### src/hw/rtl/pncy_pkg.sv
`timescale 1ns / 1ps

package pncy_pkg;

    localparam int PALETTE_ENTRIES = 16;
    localparam int IDX_W           = 4;
    localparam int COMP_W          = 8;
    localparam int DIST_W          = 10;
    localparam int THR_W           = 10;
    localparam int SUM_W           = 26;

    localparam logic [THR_W-1:0] THR_RESET = 10'd40;

    // Fixed-point weights with 16 fractional bits.
    localparam logic signed [SUM_W-1:0] C_Y_R   = 26'sd19595;
    localparam logic signed [SUM_W-1:0] C_Y_G   = 26'sd38470;
    localparam logic signed [SUM_W-1:0] C_Y_B   = 26'sd7471;
    localparam logic signed [SUM_W-1:0] C_Y_OFS = 26'sd32767;
    localparam logic signed [SUM_W-1:0] C_CB_R  = -26'sd11059;
    localparam logic signed [SUM_W-1:0] C_CB_G  = -26'sd21709;
    localparam logic signed [SUM_W-1:0] C_CB_B  = 26'sd32767;
    localparam logic signed [SUM_W-1:0] C_CR_R  = 26'sd32767;
    localparam logic signed [SUM_W-1:0] C_CR_G  = -26'sd27439;
    localparam logic signed [SUM_W-1:0] C_CR_B  = -26'sd5329;
    // Rounding offset plus the chroma bias of 128 in the integer part.
    localparam logic signed [SUM_W-1:0] C_C_OFS = 26'sd8421376;

    typedef enum logic [0:0] {
        OP_LOAD     = 1'b0,
        OP_CLASSIFY = 1'b1
    } op_t;

    typedef logic [IDX_W-1:0]  idx_t;
    typedef logic [COMP_W-1:0] comp_t;
    typedef logic [DIST_W-1:0] dist_t;

    typedef struct packed {
        op_t   op;
        idx_t  idx;
        comp_t y;
        comp_t cb;
        comp_t cr;
        dist_t best_d;
        idx_t  best_i;
    } beat_t;

endpackage

### src/hw/rtl/pncy_channels.sv
`timescale 1ns / 1ps

interface pncy_pix_if;
    logic                            valid;
    logic                            ready;
    logic                            operation;
    logic [pncy_pkg::IDX_W-1:0]      entry_index;
    logic [pncy_pkg::COMP_W-1:0]     red;
    logic [pncy_pkg::COMP_W-1:0]     green;
    logic [pncy_pkg::COMP_W-1:0]     blue;

    modport source (output valid, output operation, output entry_index,
                    output red, output green, output blue, input ready);
    modport sink   (input valid, input operation, input entry_index,
                    input red, input green, input blue, output ready);
endinterface

interface pncy_res_if;
    logic                            valid;
    logic                            ready;
    logic [pncy_pkg::IDX_W-1:0]      color_index;
    logic [pncy_pkg::DIST_W-1:0]     distance;
    logic                            far_flag;

    modport source (output valid, output color_index, output distance,
                    output far_flag, input ready);
    modport sink   (input valid, input color_index, input distance,
                    input far_flag, output ready);
endinterface

interface pncy_cfg_if;
    logic                            valid;
    logic                            ready;
    logic [pncy_pkg::THR_W-1:0]      data;

    modport source (output valid, output data, input ready);
    modport sink   (input valid, input data, output ready);
endinterface

### src/hw/rtl/pncy_conv.sv
`timescale 1ns / 1ps

module pncy_conv (
    input  logic                        clk,
    input  logic                        rst_n,
    input  logic                        take,
    input  logic                        in_valid,
    input  logic                        operation,
    input  logic [pncy_pkg::IDX_W-1:0]  entry_index,
    input  logic [pncy_pkg::COMP_W-1:0] red,
    input  logic [pncy_pkg::COMP_W-1:0] green,
    input  logic [pncy_pkg::COMP_W-1:0] blue,
    output logic                        out_valid,
    output pncy_pkg::beat_t             out_beat
);
    import pncy_pkg::*;

    logic signed [SUM_W-1:0] rs, gs, bs;
    logic signed [SUM_W-1:0] sum_y, sum_cb, sum_cr;
    logic                    valid_reg;
    beat_t                   beat_reg;
    beat_t                   beat_next;

    always_comb
    begin
        rs = $signed({{(SUM_W-COMP_W){1'b0}}, red});
        gs = $signed({{(SUM_W-COMP_W){1'b0}}, green});
        bs = $signed({{(SUM_W-COMP_W){1'b0}}, blue});
        // All three sums stay in 0 .. 2^24-1, so bits 23:16 are the result.
        sum_y  = rs * C_Y_R  + gs * C_Y_G  + bs * C_Y_B  + C_Y_OFS;
        sum_cb = rs * C_CB_R + gs * C_CB_G + bs * C_CB_B + C_C_OFS;
        sum_cr = rs * C_CR_R + gs * C_CR_G + bs * C_CR_B + C_C_OFS;

        beat_next.op     = op_t'(operation);
        beat_next.idx    = entry_index;
        beat_next.y      = sum_y[23:16];
        beat_next.cb     = sum_cb[23:16];
        beat_next.cr     = sum_cr[23:16];
        beat_next.best_d = '0;
        beat_next.best_i = '0;
    end

    always_ff @(posedge clk or negedge rst_n)
    begin
        if (!rst_n)
        begin
            valid_reg <= 1'b0;
        end
        else if (take)
        begin
            valid_reg <= in_valid;
        end
    end

    always_ff @(posedge clk)
    begin
        if (take)
        begin
            beat_reg <= beat_next;
        end
    end

    assign out_valid = valid_reg;
    assign out_beat  = beat_reg;

endmodule

### src/hw/rtl/pncy_cell.sv
`timescale 1ns / 1ps

module pncy_cell (
    input  logic                       clk,
    input  logic                       rst_n,
    input  logic [pncy_pkg::IDX_W-1:0] cell_id,
    input  logic                       take,
    input  logic                       in_valid,
    input  pncy_pkg::beat_t            in_beat,
    output logic                       out_valid,
    output pncy_pkg::beat_t            out_beat
);
    import pncy_pkg::*;

    comp_t              ent_y_reg, ent_cb_reg, ent_cr_reg;
    logic               valid_reg;
    beat_t              beat_reg;
    beat_t              beat_next;
    logic [COMP_W-1:0]  dy, dcb, dcr;
    dist_t              d;
    logic               load_hit;

    always_comb
    begin
        dy  = (ent_y_reg  > in_beat.y)  ? ent_y_reg  - in_beat.y  : in_beat.y  - ent_y_reg;
        dcb = (ent_cb_reg > in_beat.cb) ? ent_cb_reg - in_beat.cb : in_beat.cb - ent_cb_reg;
        dcr = (ent_cr_reg > in_beat.cr) ? ent_cr_reg - in_beat.cr : in_beat.cr - ent_cr_reg;
        d   = DIST_W'(dy) + DIST_W'(dcb) + DIST_W'(dcr);

        load_hit  = in_valid && (in_beat.op == OP_LOAD) && (in_beat.idx == cell_id);

        beat_next = in_beat;
        // The first cell always seeds the running best; later cells replace
        // it only when strictly closer, so the lowest index wins a tie.
        if ((in_beat.op == OP_CLASSIFY) && ((cell_id == '0) || (d < in_beat.best_d)))
        begin
            beat_next.best_d = d;
            beat_next.best_i = cell_id;
        end
    end

    always_ff @(posedge clk or negedge rst_n)
    begin
        if (!rst_n)
        begin
            valid_reg <= 1'b0;
        end
        else if (take)
        begin
            valid_reg <= in_valid;
        end
    end

    always_ff @(posedge clk)
    begin
        if (take)
        begin
            beat_reg <= beat_next;
        end
        if (take && load_hit)
        begin
            ent_y_reg  <= in_beat.y;
            ent_cb_reg <= in_beat.cb;
            ent_cr_reg <= in_beat.cr;
        end
    end

    assign out_valid = valid_reg;
    assign out_beat  = beat_reg;

endmodule

### src/hw/rtl/nearest_palette_color_ycbcr.sv
`timescale 1ns / 1ps

// Nearest palette color search in YCbCr space.
// The pixel channel carries load beats (operation 0), which write one palette
// entry, and classify beats (operation 1), which carry one RGB pixel. Each
// classify beat gives one beat on the result channel: the lowest palette
// index at the smallest Y+Cb+Cr L1 distance, that distance, and far_flag
// when the distance exceeds the threshold. Load beats give no result.
// The cfg channel writes the threshold; it is always ready. Write it only
// while no beat is in flight.
// A beat is converted to YCbCr in one stage, then walks a row of one cell
// per palette entry, each holding its converted entry. A load beat is kept
// by its own cell on the way past, so order between loads and pixels holds.
// Throughput is one beat per cycle while the result channel is not stalled; a
// result passes the conversion register, every cell register of the row and
// the output register. When the result receiver stalls, beats pile up in the
// row and the pixel channel stays ready until every stage is full.
// Reset clears the valid bits and sets the threshold to 40; palette entries
// must be loaded before the first classify beat.
module nearest_palette_color_ycbcr (
    input  logic      clk,
    input  logic      rst_n,
    pncy_pix_if.sink  pixel,
    pncy_res_if.source result,
    pncy_cfg_if.sink  cfg
);
    import pncy_pkg::*;

    logic [PALETTE_ENTRIES:0] stage_valid;
    logic [PALETTE_ENTRIES:0] stage_take;
    beat_t                    stage_beat [PALETTE_ENTRIES+1];
    logic                     out_take;

    logic [THR_W-1:0]         thr_reg;
    logic                     out_valid_reg;
    idx_t                     out_index_reg;
    dist_t                    out_dist_reg;
    logic                     out_far_reg;
    beat_t                    last_beat;

    // A stage takes a new beat when it is empty or its beat moves on.
    always_comb
    begin
        out_take = !out_valid_reg || result.ready;
        stage_take[PALETTE_ENTRIES] = !stage_valid[PALETTE_ENTRIES] || out_take;
        for (int s = PALETTE_ENTRIES - 1; s >= 0; s--)
        begin
            stage_take[s] = !stage_valid[s] || stage_take[s+1];
        end
    end

    assign pixel.ready = stage_take[0];
    assign cfg.ready   = 1'b1;
    assign last_beat   = stage_beat[PALETTE_ENTRIES];

    pncy_conv u_conv (
        .clk         (clk),
        .rst_n       (rst_n),
        .take        (stage_take[0]),
        .in_valid    (pixel.valid),
        .operation   (pixel.operation),
        .entry_index (pixel.entry_index),
        .red         (pixel.red),
        .green       (pixel.green),
        .blue        (pixel.blue),
        .out_valid   (stage_valid[0]),
        .out_beat    (stage_beat[0])
    );

    for (genvar k = 0; k < PALETTE_ENTRIES; k++)
    begin : g_cell
        pncy_cell u_cell (
            .clk       (clk),
            .rst_n     (rst_n),
            .cell_id   (IDX_W'(k)),
            .take      (stage_take[k+1]),
            .in_valid  (stage_valid[k]),
            .in_beat   (stage_beat[k]),
            .out_valid (stage_valid[k+1]),
            .out_beat  (stage_beat[k+1])
        );
    end

    always_ff @(posedge clk or negedge rst_n)
    begin
        if (!rst_n)
        begin
            thr_reg       <= THR_RESET;
            out_valid_reg <= 1'b0;
        end
        else
        begin
            if (cfg.valid && cfg.ready)
            begin
                thr_reg <= cfg.data;
            end
            if (out_take)
            begin
                // Load beats end their walk here without a result.
                out_valid_reg <= stage_valid[PALETTE_ENTRIES] && (last_beat.op == OP_CLASSIFY);
            end
        end
    end

    always_ff @(posedge clk)
    begin
        if (out_take)
        begin
            out_index_reg <= last_beat.best_i;
            out_dist_reg  <= last_beat.best_d;
            out_far_reg   <= (DIST_W'(last_beat.best_d) > thr_reg);
        end
    end

    assign result.valid       = out_valid_reg;
    assign result.color_index = out_index_reg;
    assign result.distance    = out_dist_reg;
    assign result.far_flag    = out_far_reg;

endmodule

### src/flat_wrapper.sv
// flat-port wrapper written by rule: the top's interface ports become plain ports
module nearest_palette_color_ycbcr_flat import pncy_pkg::*;
  (clk, rst_n, pixel_valid, pixel_operation, pixel_entry_index, pixel_red, pixel_green, pixel_blue, pixel_ready, result_valid, result_color_index, result_distance, result_far_flag, result_ready, cfg_valid, cfg_data, cfg_ready);
  pncy_pix_if pixel_i ();
  pncy_res_if result_i ();
  pncy_cfg_if cfg_i ();
  input  logic clk;
  input  logic rst_n;
  input wire logic [$bits(pixel_i.valid)-1:0] pixel_valid;
  input wire logic [$bits(pixel_i.operation)-1:0] pixel_operation;
  input wire logic [$bits(pixel_i.entry_index)-1:0] pixel_entry_index;
  input wire logic [$bits(pixel_i.red)-1:0] pixel_red;
  input wire logic [$bits(pixel_i.green)-1:0] pixel_green;
  input wire logic [$bits(pixel_i.blue)-1:0] pixel_blue;
  output wire logic [$bits(pixel_i.ready)-1:0] pixel_ready;
  output wire logic [$bits(result_i.valid)-1:0] result_valid;
  output wire logic [$bits(result_i.color_index)-1:0] result_color_index;
  output wire logic [$bits(result_i.distance)-1:0] result_distance;
  output wire logic [$bits(result_i.far_flag)-1:0] result_far_flag;
  input wire logic [$bits(result_i.ready)-1:0] result_ready;
  input wire logic [$bits(cfg_i.valid)-1:0] cfg_valid;
  input wire logic [$bits(cfg_i.data)-1:0] cfg_data;
  output wire logic [$bits(cfg_i.ready)-1:0] cfg_ready;
  assign pixel_i.valid = pixel_valid;
  assign pixel_i.operation = pixel_operation;
  assign pixel_i.entry_index = pixel_entry_index;
  assign pixel_i.red = pixel_red;
  assign pixel_i.green = pixel_green;
  assign pixel_i.blue = pixel_blue;
  assign pixel_ready = pixel_i.ready;
  assign result_valid = result_i.valid;
  assign result_color_index = result_i.color_index;
  assign result_distance = result_i.distance;
  assign result_far_flag = result_i.far_flag;
  assign result_i.ready = result_ready;
  assign cfg_i.valid = cfg_valid;
  assign cfg_i.data = cfg_data;
  assign cfg_ready = cfg_i.ready;
  nearest_palette_color_ycbcr u_core (.clk(clk), .rst_n(rst_n), .pixel(pixel_i), .result(result_i), .cfg(cfg_i));
endmodule
### config.mk
export PLATFORM = sky130hd
export DESIGN_NAME = nearest_palette_color_ycbcr_flat
export DESIGN_NICKNAME = d
export VERILOG_FILES = /design/src/hw/rtl/pncy_pkg.sv /design/src/hw/rtl/pncy_channels.sv /design/src/hw/rtl/pncy_conv.sv /design/src/hw/rtl/pncy_cell.sv /design/src/hw/rtl/nearest_palette_color_ycbcr.sv /design/src/flat_wrapper.sv
export SDC_FILE = /design/constraint.sdc
export NUM_CORES = 2
export LEC_CHECK = 0
export BUFFER_PORTS_ARGS = -buffer_cell sky130_fd_sc_hd__buf_2
export CAP_MARGIN = 0
export CORE_ASPECT_RATIO = 0.75
export CORE_MARGIN = 8
export CORE_UTILIZATION = 67
export DETAILED_ROUTE_END_ITERATION = 8
export PLACE_DENSITY = 0.91
export SLEW_MARGIN = 30
export SYNTH_ARGS = -nofsm -noshare
export SYNTH_HDL_FRONTEND = slang
export SYNTH_SLANG_ARGS = --single-unit
export TNS_END_PERCENT = 5
### constraint.sdc
create_clock -name clk -period 9.4 [get_ports clk]
set_input_delay 0.47 -clock clk [delete_from_list [all_inputs] [get_ports clk]]
set_output_delay 0.47 -clock clk [all_outputs]
set_load 0.02 [all_outputs]
==> results.toml <==
[status]
status = "finished clean"

[synth]
synth-async-reset-ratio_pct = 2.54
syn_area_sq_um = 95900
synth.most_common_cell = "inv_1"
yosysWarnings = 0
yosys-top-cells-count = "inv_1 (1964), ha_1 (1431), edfxtp_1 (1073)"
avgSynthCellArea_sq_um = 11.1
synth_edf_count = 1073
yosysUniqueCellTypes = 89
synth_seq_cells = 1101
yosysTopAreaCell = "edfxtp_1"
synthTopCellsByArea = "edfxtp_1 (34%), ha_1 (19%), fa_1 (14%)"
synth.net_count = 10800
ys_seq_area_share_pct = 34.3
synth_top_area_share_pct = 33.6
syn_inst = 8631
synthFlopType = "edfxtp_1"

[grt]
grt_pass1_vias = 67900
grt_overflow = 0
antenna_found_initial = 6
track_usage_pct = 30.2
grt_pass1_wl_um = 373000
grt_max_degree = 48

[floorplanning]
io_pins = 62
fp.dieH_um = 344
core.rowCount = 120
die_x_um = 453
core_sq_um = 142000
start_util_pct = 67.3
dieArea_sq_um = 156000

[sta]
slew_viol_final = 0
hold_viol_final = 0
finalSetupViolations = 0
rsz0062_at_grt = "false"
finalCriticalPeriod_ns = 8.85
relSlewSlack_pct = 33.5
timing.final.crit_share_pct = 94.1
fmax_ghz = 0.113
whs_ns = 0.119
tns_ns = 0
worstMarginPinSlew_ns = 0.995
clock_skew_ns = 0.0385

[routing]
first_pass_iters = 6
ant_nets = 0
drc = 0
wl_um = 237000
vias = 65800
viasPerCell = 6.10
drt_iter0_markers = 6657
wire_per_inst_um = 22.0

[clocking]
cts_buffer_depth = 3
cts_root_buffer = "clkbuf_16"
htreeDepth = 3
path_clk_slew_ns = 0.07
cts_tree = "yes"
numCtsBuffers = 110
worstSkewPairLatency_ns = 0.75
clock-sinks = 1101

[place]
dp.cells = 10600
hpwlAfterDp_um = 185000
port_buffers = 60
gp_congestion = 0.990

[worst_setup_path]
reg2reg_depth = 24
end_kind = "register"
crit_type = "input pin to register"
worst-path-max-fanout = 7
r2r_slack_ns = 2.23
required_ns = 9.90
crit_top_cell = "fa_1"
crit_path_top_delay_cell = "fa_1"
cp-startpoint = "pixel_blue[2]"
startpoint_type = "input pin"
slowest_delay_ns = 0.75
timing.rr.start = "u_core.g_cell[6].u_cell.ent_cb_reg[0]"
crit_arrival_ns = 9.35
worstReg2RegEnd = "u_core.g_cell[6].u_cell.out_beat[10]"

[hold_path]
min_path_cells = 3
hold_class = "input pin to register"
hp-start = "cfg_valid"
whs_endpoint = "u_core.thr_reg[3]"

[cells_and_area]
multi_input_area_sq_um = 55300
final_nets = 10900
largest_reg_flops = 645
drive_gt1_share_pct = 7.91
postLayoutCoreUtil_pct = 72.3
areaGrowthSynthToFinish_pct = 7.34
seq_area_sq_um = 32900
fillers = 9032
finalNonFillerCells = 10800

[flow_run]
drv_cap = 0
-- critical path: cells and delay by family --
family | cells | cell delay (ns)
buf+inv | 7 | 0.66
xor+xnor | 1 | 0.15
simple gates | 1 | 0.10
compound gates | 11 | 2.72
fa+ha+maj | 11 | 5.23
-- kinds of logic after synthesis --
| kind of cell | Yosys count | share of synthesized area (%) |
|---|---|---|
| adders and majority gates | 2090 | 32.4 |
| buffers and inverters | 2043 | 8.07 |
| AOI/OAI and AO/OA | 1497 | 10.1 |
| DFF | 1101 | 34.3 |
| and+or+nand+nor | 900 | 4.90 |
| xor gates and xnor gates | 509 | 4.66 |
| muxes | 490 | 5.48 |
| other | 1 | 0.00391 |
-- final cells by class --
type / count / share of cell area (%)
diodes: 2 / 0.00486
multi-input cells: 5487 / 53.8
flip-flops and latches: 1101 / 32.0
well taps: 1891 / 2.30
inverters: 1964 / 7.16
clock buffers: 140 / 2.93
clock inverters: 65 / 0.889
repair buffers: 140 / 0.929
-- stage by stage --
step	instance area, sq um	setup slack (ns)
2_1_floorplan	95900	0.832
3_3_place_gp	98700	0.117
3_5_place_dp	98800	-0.0828
4_1_cts	103000	0.664
5_1_grt	103000	0.0371
6_report	103000	0.552
-- layout by cell type, fill, tap and decap left out, types with 13 or more instances in the layout --
cell and count:
inv_1 1964, dfrtp_1 26, nand4_1 95, dlygate4sd3_1 17, xnor2_1 364, clkbuf_8 13, or2_2 63, nand3_1 45
and2_1 22, o2111ai_1 13, nand2_1 243, buf_2 60, xor2_1 144, nand3b_1 22, o21a_1 48, a2bb2oi_1 26
buf_4 62, o21ai_0 188, nor2_1 141, nand2b_1 59, mux2_2 276, nor2b_1 78, nor3_1 46, o21bai_1 111
a211oi_1 47, edfxtp_1 1073, a21o_1 283, a31oi_1 57, bufinv_16 19, fa_1 659, a211o_1 28, o22a_1 36
o22ai_1 46, mux2i_1 214, ha_1 1431, a21oi_1 495, o211ai_1 28, clkbuf_16 111, clkbuf_1 16
-- worst max path at each step --
stage                                      end  slack [ns]  cells past startpoint
finish              u_core.u_conv.out_beat[29]        0.55                     31
global route        u_core.u_conv.out_beat[29]        0.04                     31
CTS                 u_core.u_conv.out_beat[29]        0.66                     31
detailed placement  u_core.u_conv.out_beat[29]       -0.08                     31
global placement    u_core.u_conv.out_beat[29]        0.12                     31
floorplan           u_core.u_conv.out_beat[29]        0.83                     31
-- what timing repair did --
action / CTS / global route
buffers inserted: 0 / 0
hold buffers: 17 / 0
gates resized for setup: 0 / 0
endpoints found under the hold margin: 42 / 0
-- per-layer routing --
| layer | vias to the layer above | part of all wire, % | global-route usage [%] | wire [um] |
|---|---|---|---|---|
| met5 | - | 0.018 | 0 | 42 |
| met4 | 6 | 2.9 | 8.08 | 6990 |
| met3 | 573 | 10 | 7.42 | 24800 |
| met2 | 3263 | 46 | 48.7 | 109000 |
| met1 | 32400 | 41 | 41.2 | 96800 |
| li1 | 29500 | - | - | - |
Power is not shown: default switching activity piles up to over one toggle a cycle in this logic, so the estimate is an artifact.
